$ cat src/rtl/core/sha256_pkg.sv
// Shared types, constants and the rotate-right helper for the SHA-256 digest block.
package sha256_pkg;

  typedef struct packed {
    logic [7:0] data_byte;
    logic       byte_valid;
    logic       last;
  } item_t;

  localparam logic [31:0] ROUND_K [64] = '{
    32'h428a2f98, 32'h71374491, 32'hb5c0fbcf, 32'he9b5dba5,
    32'h3956c25b, 32'h59f111f1, 32'h923f82a4, 32'hab1c5ed5,
    32'hd807aa98, 32'h12835b01, 32'h243185be, 32'h550c7dc3,
    32'h72be5d74, 32'h80deb1fe, 32'h9bdc06a7, 32'hc19bf174,
    32'he49b69c1, 32'hefbe4786, 32'h0fc19dc6, 32'h240ca1cc,
    32'h2de92c6f, 32'h4a7484aa, 32'h5cb0a9dc, 32'h76f988da,
    32'h983e5152, 32'ha831c66d, 32'hb00327c8, 32'hbf597fc7,
    32'hc6e00bf3, 32'hd5a79147, 32'h06ca6351, 32'h14292967,
    32'h27b70a85, 32'h2e1b2138, 32'h4d2c6dfc, 32'h53380d13,
    32'h650a7354, 32'h766a0abb, 32'h81c2c92e, 32'h92722c85,
    32'ha2bfe8a1, 32'ha81a664b, 32'hc24b8b70, 32'hc76c51a3,
    32'hd192e819, 32'hd6990624, 32'hf40e3585, 32'h106aa070,
    32'h19a4c116, 32'h1e376c08, 32'h2748774c, 32'h34b0bcb5,
    32'h391c0cb3, 32'h4ed8aa4a, 32'h5b9cca4f, 32'h682e6ff3,
    32'h748f82ee, 32'h78a5636f, 32'h84c87814, 32'h8cc70208,
    32'h90befffa, 32'ha4506ceb, 32'hbef9a3f7, 32'hc67178f2
  };

  localparam logic [31:0] INIT_H [8] = '{
    32'h6a09e667, 32'hbb67ae85, 32'h3c6ef372, 32'ha54ff53a,
    32'h510e527f, 32'h9b05688c, 32'h1f83d9ab, 32'h5be0cd19
  };

  localparam logic [7:0] PAD_BYTE = 8'h80;
  localparam logic [5:0] LEN_POS  = 6'd56;

  function automatic logic [31:0] rotr(input logic [31:0] x, input int n);
    rotr = (x >> n) | (x << (32 - n));
  endfunction

endpackage

$ cat src/rtl/core/sha256_fifo.sv
// Short queue of requests between the front and back parts.
module sha256_fifo (
  input  logic                 clk,
  input  logic                 rst_n,
  input  logic                 wr_valid,
  output logic                 wr_stall,
  input  sha256_pkg::item_t    wr_item,
  output logic                 rd_valid,
  input  logic                 rd_take,
  output sha256_pkg::item_t    rd_item
);

  sha256_pkg::item_t mem_r [2];
  logic       wp_r, rp_r;
  logic [1:0] cnt_r;
  logic       wr_en, rd_en;

  assign wr_stall = (cnt_r == 2'd2);
  assign rd_valid = (cnt_r != 2'd0);
  assign rd_item  = mem_r[rp_r];
  assign wr_en    = wr_valid && !wr_stall;
  assign rd_en    = rd_take && rd_valid;

  always_ff @(posedge clk) begin
    if (wr_en) begin
      mem_r[wp_r] <= wr_item;
    end
  end

  always_ff @(posedge clk) begin
    if (!rst_n) begin
      wp_r  <= 1'b0;
      rp_r  <= 1'b0;
      cnt_r <= 2'd0;
    end else begin
      if (wr_en) wp_r <= ~wp_r;
      if (rd_en) rp_r <= ~rp_r;
      cnt_r <= cnt_r + {1'b0, wr_en} - {1'b0, rd_en};
    end
  end

endmodule

$ cat src/rtl/core/sha256_core.sv
// Back part: block buffer, padding sequencer and one-round-per-cycle compression.
module sha256_core #(
  parameter int LCB = 64
) (
  input  logic              clk,
  input  logic              rst_n,
  input  logic              item_valid,
  output logic              item_take,
  input  sha256_pkg::item_t item,
  output logic              out_valid,
  input  logic              out_stall,
  output logic [63:0]       out_digest_0,
  output logic [63:0]       out_digest_1,
  output logic [63:0]       out_digest_2,
  output logic [63:0]       out_digest_3
);

  localparam logic [2:0] S_IDLE = 3'd0;
  localparam logic [2:0] S_PAD  = 3'd1;
  localparam logic [2:0] S_LOAD = 3'd2;
  localparam logic [2:0] S_RND  = 3'd3;
  localparam logic [2:0] S_ADD  = 3'd4;

  logic [2:0]      st_r, st_nxt;
  logic [31:0]     blk_r [16];
  logic [31:0]     h_r [8];
  logic [31:0]     v_r [8];
  logic [31:0]     w_r [16];
  logic [LCB-1:0]  len_r;
  logic [LCB-1:0]  len_inc;
  logic [63:0]     bits_r;
  logic [6:0]      rnd_r;
  logic [5:0]      pp_r;
  logic            fin_r;
  logic            second_r;
  logic [63:0]     dg_r [4];
  logic            ov_r;

  logic [5:0]  pos;
  logic [31:0] wnew, wr, s0, s1, ch, mj, t1, t2, x15, x2, e0, e1;

  assign pos       = len_r[8:3];
  assign len_inc   = len_r + LCB'(8);
  assign item_take = (st_r == S_IDLE) && item_valid && !(item.last && ov_r && out_stall);
  assign out_valid = ov_r;
  assign out_digest_0 = dg_r[0];
  assign out_digest_1 = dg_r[1];
  assign out_digest_2 = dg_r[2];
  assign out_digest_3 = dg_r[3];

  always_comb begin
    x15  = w_r[1];
    x2   = w_r[14];
    e0   = sha256_pkg::rotr(x15, 7) ^ sha256_pkg::rotr(x15, 18) ^ (x15 >> 3);
    e1   = sha256_pkg::rotr(x2, 17) ^ sha256_pkg::rotr(x2, 19) ^ (x2 >> 10);
    wnew = w_r[0] + e0 + w_r[9] + e1;
    wr   = w_r[0];
    s1   = sha256_pkg::rotr(v_r[4], 6) ^ sha256_pkg::rotr(v_r[4], 11)
         ^ sha256_pkg::rotr(v_r[4], 25);
    ch   = (v_r[4] & v_r[5]) ^ (~v_r[4] & v_r[6]);
    t1   = v_r[7] + s1 + ch + sha256_pkg::ROUND_K[rnd_r[5:0]] + wr;
    s0   = sha256_pkg::rotr(v_r[0], 2) ^ sha256_pkg::rotr(v_r[0], 13)
         ^ sha256_pkg::rotr(v_r[0], 22);
    mj   = (v_r[0] & v_r[1]) ^ (v_r[0] & v_r[2]) ^ (v_r[1] & v_r[2]);
    t2   = s0 + mj;
  end

  always_comb begin
    st_nxt = st_r;
    case (st_r)
      S_IDLE: if (item_take && ((item.byte_valid && pos == 6'd63) || item.last)) begin
        st_nxt = (item.byte_valid && pos == 6'd63) ? S_LOAD : S_PAD;
      end
      S_PAD:  if (pp_r == 6'd63) st_nxt = S_LOAD;
      S_LOAD: st_nxt = S_RND;
      S_RND:  if (rnd_r == 7'd63) st_nxt = S_ADD;
      S_ADD:  st_nxt = (fin_r && !second_r) ? S_PAD : S_IDLE;
      default: st_nxt = S_IDLE;
    endcase
  end

  // Block buffer; during padding one byte per cycle is written.
  always_ff @(posedge clk) begin
    if (st_r == S_IDLE && item_take && item.byte_valid) begin
      blk_r[pos[5:2]][{~pos[1:0], 3'b000} +: 8] <= item.data_byte;
    end else if (st_r == S_PAD) begin
      if (!second_r && pp_r == bits_r[8:3]) begin
        blk_r[pp_r[5:2]][{~pp_r[1:0], 3'b000} +: 8] <= sha256_pkg::PAD_BYTE;
      end else if (pp_r >= sha256_pkg::LEN_POS && (second_r || bits_r[8:3] < 6'd56)) begin
        blk_r[pp_r[5:2]][{~pp_r[1:0], 3'b000} +: 8] <= bits_r[8'd63 - {pp_r[2:0], 3'd0} -: 8];
      end else begin
        blk_r[pp_r[5:2]][{~pp_r[1:0], 3'b000} +: 8] <= 8'h00;
      end
    end
  end

  always_ff @(posedge clk) begin
    if (st_r == S_LOAD) begin
      for (int i = 0; i < 16; i++) begin
        w_r[i] <= blk_r[i];
      end
      for (int i = 0; i < 8; i++) v_r[i] <= h_r[i];
    end else if (st_r == S_RND) begin
      for (int i = 0; i < 15; i++) w_r[i] <= w_r[i+1];
      w_r[15] <= wnew;
      v_r[7] <= v_r[6]; v_r[6] <= v_r[5]; v_r[5] <= v_r[4];
      v_r[4] <= v_r[3] + t1;
      v_r[3] <= v_r[2]; v_r[2] <= v_r[1]; v_r[1] <= v_r[0];
      v_r[0] <= t1 + t2;
    end
  end

  always_ff @(posedge clk) begin
    if (st_r == S_ADD && fin_r && second_r) begin
      for (int i = 0; i < 4; i++) begin
        dg_r[i] <= {h_r[2*i] + v_r[2*i], h_r[2*i+1] + v_r[2*i+1]};
      end
    end
  end

  always_ff @(posedge clk) begin
    if (!rst_n) begin
      st_r     <= S_IDLE;
      len_r    <= '0;
      bits_r   <= '0;
      rnd_r    <= '0;
      pp_r     <= '0;
      fin_r    <= 1'b0;
      second_r <= 1'b0;
      ov_r     <= 1'b0;
      for (int i = 0; i < 8; i++) h_r[i] <= sha256_pkg::INIT_H[i];
    end else begin
      st_r <= st_nxt;
      if (ov_r && !out_stall) ov_r <= 1'b0;
      case (st_r)
        S_IDLE: if (item_take) begin
          if (item.byte_valid) len_r <= len_inc;
          if (item.last) begin
            fin_r    <= 1'b1;
            second_r <= 1'b0;
            pp_r     <= item.byte_valid ? pos + 6'd1 : pos;
            bits_r   <= 64'(item.byte_valid ? len_inc : len_r);
          end else begin
            fin_r <= 1'b0;
          end
        end
        S_PAD: begin
          pp_r <= pp_r + 6'd1;
          if (pp_r == 6'd63 && bits_r[8:3] < 6'd56) second_r <= 1'b1;
        end
        S_LOAD: rnd_r <= '0;
        S_RND:  rnd_r <= rnd_r + 7'd1;
        S_ADD: begin
          if (fin_r && second_r) begin
            for (int i = 0; i < 8; i++) h_r[i] <= sha256_pkg::INIT_H[i];
            len_r <= '0;
            ov_r  <= 1'b1;
            fin_r <= 1'b0;
          end else begin
            for (int i = 0; i < 8; i++) h_r[i] <= h_r[i] + v_r[i];
            if (fin_r) begin
              pp_r     <= '0;
              second_r <= bits_r[8:3] >= 6'd56 ? 1'b1 : second_r;
            end
          end
        end
        default: ;
      endcase
    end
  end

endmodule

$ cat src/rtl/core/sha256_message_digest.sv
// Top level of the streaming SHA-256 digest block.
// A request is registered in the two-entry queue before the core takes it.
// A byte that fills a 64-byte block holds the core through load, 64 rounds and add.
// A last request with n bytes in its block pads the rest of that block, then compresses it;
// with n of 56 or more a second block is padded and compressed as well. One request at a time.
// Synchronous active-low reset restores the initial hash values and zero length.
module sha256_message_digest #(
  parameter int LENGTH_COUNTER_BITS = 64
) (
  input  logic        clk,
  input  logic        rst_n,
  input  logic        in_valid,
  output logic        in_stall,
  input  logic [7:0]  in_data_byte,
  input  logic        in_byte_valid,
  input  logic        in_last,
  output logic        out_valid,
  input  logic        out_stall,
  output logic [63:0] out_digest_0,
  output logic [63:0] out_digest_1,
  output logic [63:0] out_digest_2,
  output logic [63:0] out_digest_3
);

  sha256_pkg::item_t in_item, q_item;
  logic q_valid, q_take;

  assign in_item = '{data_byte: in_data_byte, byte_valid: in_byte_valid, last: in_last};

  sha256_fifo u_fifo (
    .clk, .rst_n,
    .wr_valid (in_valid), .wr_stall (in_stall), .wr_item (in_item),
    .rd_valid (q_valid), .rd_take (q_take), .rd_item (q_item)
  );

  sha256_core #(.LCB(LENGTH_COUNTER_BITS)) u_core (
    .clk, .rst_n,
    .item_valid (q_valid), .item_take (q_take), .item (q_item),
    .out_valid, .out_stall,
    .out_digest_0, .out_digest_1, .out_digest_2, .out_digest_3
  );

  a_out_hold: assert property (@(posedge clk) disable iff (!rst_n)
    out_valid && out_stall |=> out_valid && $stable(out_digest_0))
    else $error("digest changed while stalled");
  a_take_needs_valid: assert property (@(posedge clk) disable iff (!rst_n)
    q_take |-> q_valid)
    else $error("core took from empty queue");

endmodule
$ cat config.mk
export PLATFORM = sky130hd
export DESIGN_NAME = sha256_message_digest
export DESIGN_NICKNAME = d
export VERILOG_FILES = /design/src/rtl/core/sha256_pkg.sv /design/src/rtl/core/sha256_fifo.sv /design/src/rtl/core/sha256_core.sv /design/src/rtl/core/sha256_message_digest.sv
export SDC_FILE = /design/constraint.sdc
export NUM_CORES = 2
export LEC_CHECK = 0
export ABC_AREA = 1
export ABC_CLOCK_PERIOD_IN_PS = 40300
export BUFFER_PORTS_ARGS = -buffer_cell sky130_fd_sc_hd__buf_2
export CAP_MARGIN = 15
export CORE_MARGIN = 5
export CORE_UTILIZATION = 30
export DETAILED_ROUTE_END_ITERATION = 16
export GPL_TIMING_DRIVEN = 0
export PLACE_DENSITY_LB_ADDON = 0.05
export SLEW_MARGIN = 20
export SYNTH_ARGS = -nofsm -noshare
export SYNTH_HDL_FRONTEND = slang
export SYNTH_HIERARCHICAL = 1
export SYNTH_SLANG_ARGS = --single-unit
$ cat constraint.sdc
create_clock -name clk -period 40.3 [get_ports clk]
set_input_delay 6.045 -clock clk [delete_from_list [all_inputs] [get_ports clk]]
set_output_delay 6.045 -clock clk [all_outputs]
set_load 0.03 [all_outputs]
==> summary.txt <==
Route
  • Wire length per cell: 27.3 µm
  • Via count: 82229
  • Via/cell ratio: 4.96
  • Antenna Nets Post-Route: 0
  • DR pass1 iterations: 7
  • Starting DRT DRC Count: 6905
  • Routed WL: 452000 µm
  • Post-route DRC: 0

Global routing
  • GRT Residual Overflow: 0
  • Largest net degree at the start of global routing: 43
  • GRT Total Usage: 24.1%
  • First-pass GRT wire length: 629000 µm
  • Vias in the first global route: 81975
  • Initial antenna violation count: 30

Yosys
  • Syn avg cell area: 9.47 µm²
  • Synth Cell Area: 0.106 mm²
  • Cells after Synth: 11152
  • Post-synth EDFFs: 1780
  • Post-synthesis net count: 11763
  • Adder-cell area share of the yosys netlist: 8.50%
  • Xor/xnor share of the synthesized area: 4.42%
  • Synth Area in Simple Gates: 18.5%
  • Largest family of logic cells by synthesized area: simple AND/OR/NAND/NOR gates
  • Ys async rst share: 0%
  • Distinct cell type count after synthesis: 74
  • Synth Area in Compound Gates: 8.96%
  • Multiplexer area fraction after synthesis: 0.142%
  • Most used flip-flop cell after synthesis: edfxtp_1
  • #FFs+latches synth: 1958
  • Syn. warnings: 6
  • Sequential fraction of the synthesis area: 54.0%

Clock tree
  • CTS clk-pin slew, worst paths: 0.06 ns
  • Hold-fix buffers, CTS: 0
  • Setup Fix Bufs, Post-CTS: 0
  • Num CTS Buffers: 235
  • Resize count post-CTS: 0
  • CTS tree: done
  • CTS root buf: clkbuf_16
  • Clk Latency, worst-skew pair: 0.97 ns
  • CTS sink cnt: 1958
  • H-Tree Depth: 4
  • CTS max path bufs: 4

Power and ir drop
  • Leak: 0.0492 µW
  • Peak supply drop: 0.0000721 V
  • Pwr/cell area: 68.4 mW/mm²

Setup path
  • CP arrival: 11.92 ns
  • Critical path type: flop to flop
  • CP max stage cell: o21ai_0
  • CP startpoint kind: flop
  • CP endpoint kind: flop
  • CP max stage delay: 0.76 ns
  • Worst Path Required: 41.01 ns
  • Cell mode on critical path: nand2_1
  • Top fanout value on the critical path: 10

Timing
  • Max frequency: 89.2 MHz
  • Final setup fails: 0
  • Max Slew Vio Count: 0
  • Final period util: 27.8%
  • Worst Skew: 0.111 ns
  • RSZ-0062 raised after global routing: false
  • Worst slew pin tran: 1.17 ns
  • Fin Setup TNS: 0 ns
  • Max_slew headroom: 21.3%
  • Final Critical Period: 11.21 ns
  • Final Hold Viols: 0

Die
  • Die ar.: 0.364 mm²
  • Die Y: 603 µm
  • Die X: 603 µm
  • Core ar.: 0.350 mm²
  • Initial core utilization: 30.2%
  • Row cnt: 217
  • Io pins: 272

Place
  • IO Port Bufs: 271
  • Final GP Congestion: 0.927
  • Dpl hpwl: 369000 µm
  • Placed Instance Area: 0.115 mm²

Finish
  • Fin nets: 12373
  • Synthesis-to-finish area growth: 16.5%
  • Fin area: 0.123 mm²
  • Filler instances: 35919
  • Layout cells sized above 1: 8.04%

Outcome
  • Run status: finished clean

Hold path
  • HP Class: flop to flop

Run
  • Max-Cap Viols: 0
-- synth_stat cells (80+ instances only) --
cell	number	area (µm²)
xor2_1	317	2780
nor2_1	729	2740
dfxtp_1	178	3560
xnor2_1	214	1870
o21ai_0	592	2960
edfxtp_1	1780	53500
nand3_1	314	1570
inv_1	1177	4420
ha_1	402	5030
nor3_1	116	581
or2_2	80	500
nand2_1	3382	12700
fa_1	195	3900
a21oi_1	657	3290
nand4_1	90	563
clkbuf_1	302	1130
-- sequential cells by signal, indices dropped and copies added (netlist names), named ones only --
name,count
u_core/rnd_r,7
u_core/len_r,61
u_core/out_valid,1
u_core/h_r,256
u_core/blk_r,512
u_fifo/cnt_r,2
u_fifo/wp_r,1
u_fifo/rp_r,1
u_core/v_r,256
u_core/dg_r,256
u_core/fin_r,1
u_fifo/mem_r,20
u_core/w_r,512
u_core/second_r,1
u_core/bits_r,61
u_core/pp_r,6
u_core/st_r,3
-- through the flow --
stage	hold slack, ns	std cells	total power, µW	worst slack, ns	utilization (%)
after CTS	0.471	16555	8490	29.23	35.1
after floorplan	0.431	11152	4920	3.09	-
after global routing	0.504	16557	8940	28.94	35.2
after global placement	0.445	16022	6460	-21.56	32.2
final	0.469	16566	8410	29.09	35.2
after detailed placement	0.462	16124	6320	29.19	33.0
-- where the power goes --
part	total (µW)	internal [µW]	switching, µW
Clock	2110	1200	906
Sequential	2520	2430	89.2
Combinational	3790	1140	2650
Total	8410	4770	3640
-- layout by cell type (no fill, tap or decap), types with 16 or more instances in the layout --
cell / n
edfxtp_1: 1780
nand4_1: 90
clkinv_1: 43
ha_1: 402
buf_16: 54
o22ai_1: 26
nor2_1: 725
o21bai_1: 49
a211oi_1: 16
nand2_1: 3378
inv_1: 1177
or2_2: 80
o221ai_1: 19
o21ai_1: 37
a21o_1: 67
bufinv_16: 17
a21boi_0: 22
nor3_1: 113
o211ai_1: 26
o21ai_4: 23
fa_1: 195
clkbuf_1: 323
clkinvlp_4: 18
nor4_1: 34
clkbuf_2: 27
buf_2: 303
dfxtp_1: 178
nand3b_1: 25
xor2_1: 317
o21ai_0: 563
a21oi_1: 657
buf_1: 18
clkbuf_16: 239
xnor2_1: 214
clkinv_2: 38
buf_12: 34
nand3_1: 314
o21a_1: 25
a31oi_1: 55
-- layout make-up --
type | instances | area (µm²) | area share (%)
inverters | 1189 | 4460 | 3.63
clock inverters | 141 | 1340 | 1.08
multi-input cells | 7650 | 43100 | 35.1
plain buffers | 355 | 1420 | 1.16
flip-flops and latches | 1958 | 57000 | 46.3
well taps | 4599 | 5750 | 4.68
repair buffers | 373 | 3690 | 3.00
clock buffers | 290 | 6200 | 5.04
diodes | 11 | 27.5 | 0.0224
-- worst paths after layout --
| kind | endpoint | depth (start not counted) | startpoint | slack (ns) |
|---|---|---|---|---|
| worst max-delay path | u_core/v_r[0][26] | 39 | u_core/rnd_r[0] | 29.09 |
| worst min-delay path | u_core/bits_r[9] | 2 | u_core/bits_r[9] | 0.47 |
| worst max register to register | u_core/v_r[0][26] | 39 | u_core/rnd_r[0] | 29.09 |
| worst min register to register | u_core/bits_r[9] | 2 | u_core/bits_r[9] | 0.47 |
-- worst max-delay path: cells and delay by family (launching register included) --
kind / cells / cell delay, ns
buffers and inverters: 8 / 1.37
xor gates and xnor gates: 1 / 0.70
DFF: 1 / 0.46
and+or+nand+nor: 13 / 2.16
AOI/OAI and AO/OA: 9 / 2.57
adders and majority gates: 8 / 3.69
-- logic make-up (layout without fill, tap and decap cells) --
logic type	Yosys count	after routing
AO/OA/AOI/OAI	1682	1682
XOR/XNOR	532	532
adder cells (fa/ha/maj)	601	601
buffers and inverters	1544	2348
flip-flops	1958	1958
multiplexers	10	10
other	0	11
AND/OR/NAND/NOR	4825	4825
-- per-layer routing --
layer	global-route usage (%)	wire length [µm]
met5	0	13
met4	6.66	14000
met3	2.45	20000
met2	41.2	217000
met1	32.5	201000
Note: power is estimated with default switching activity, not from simulation.
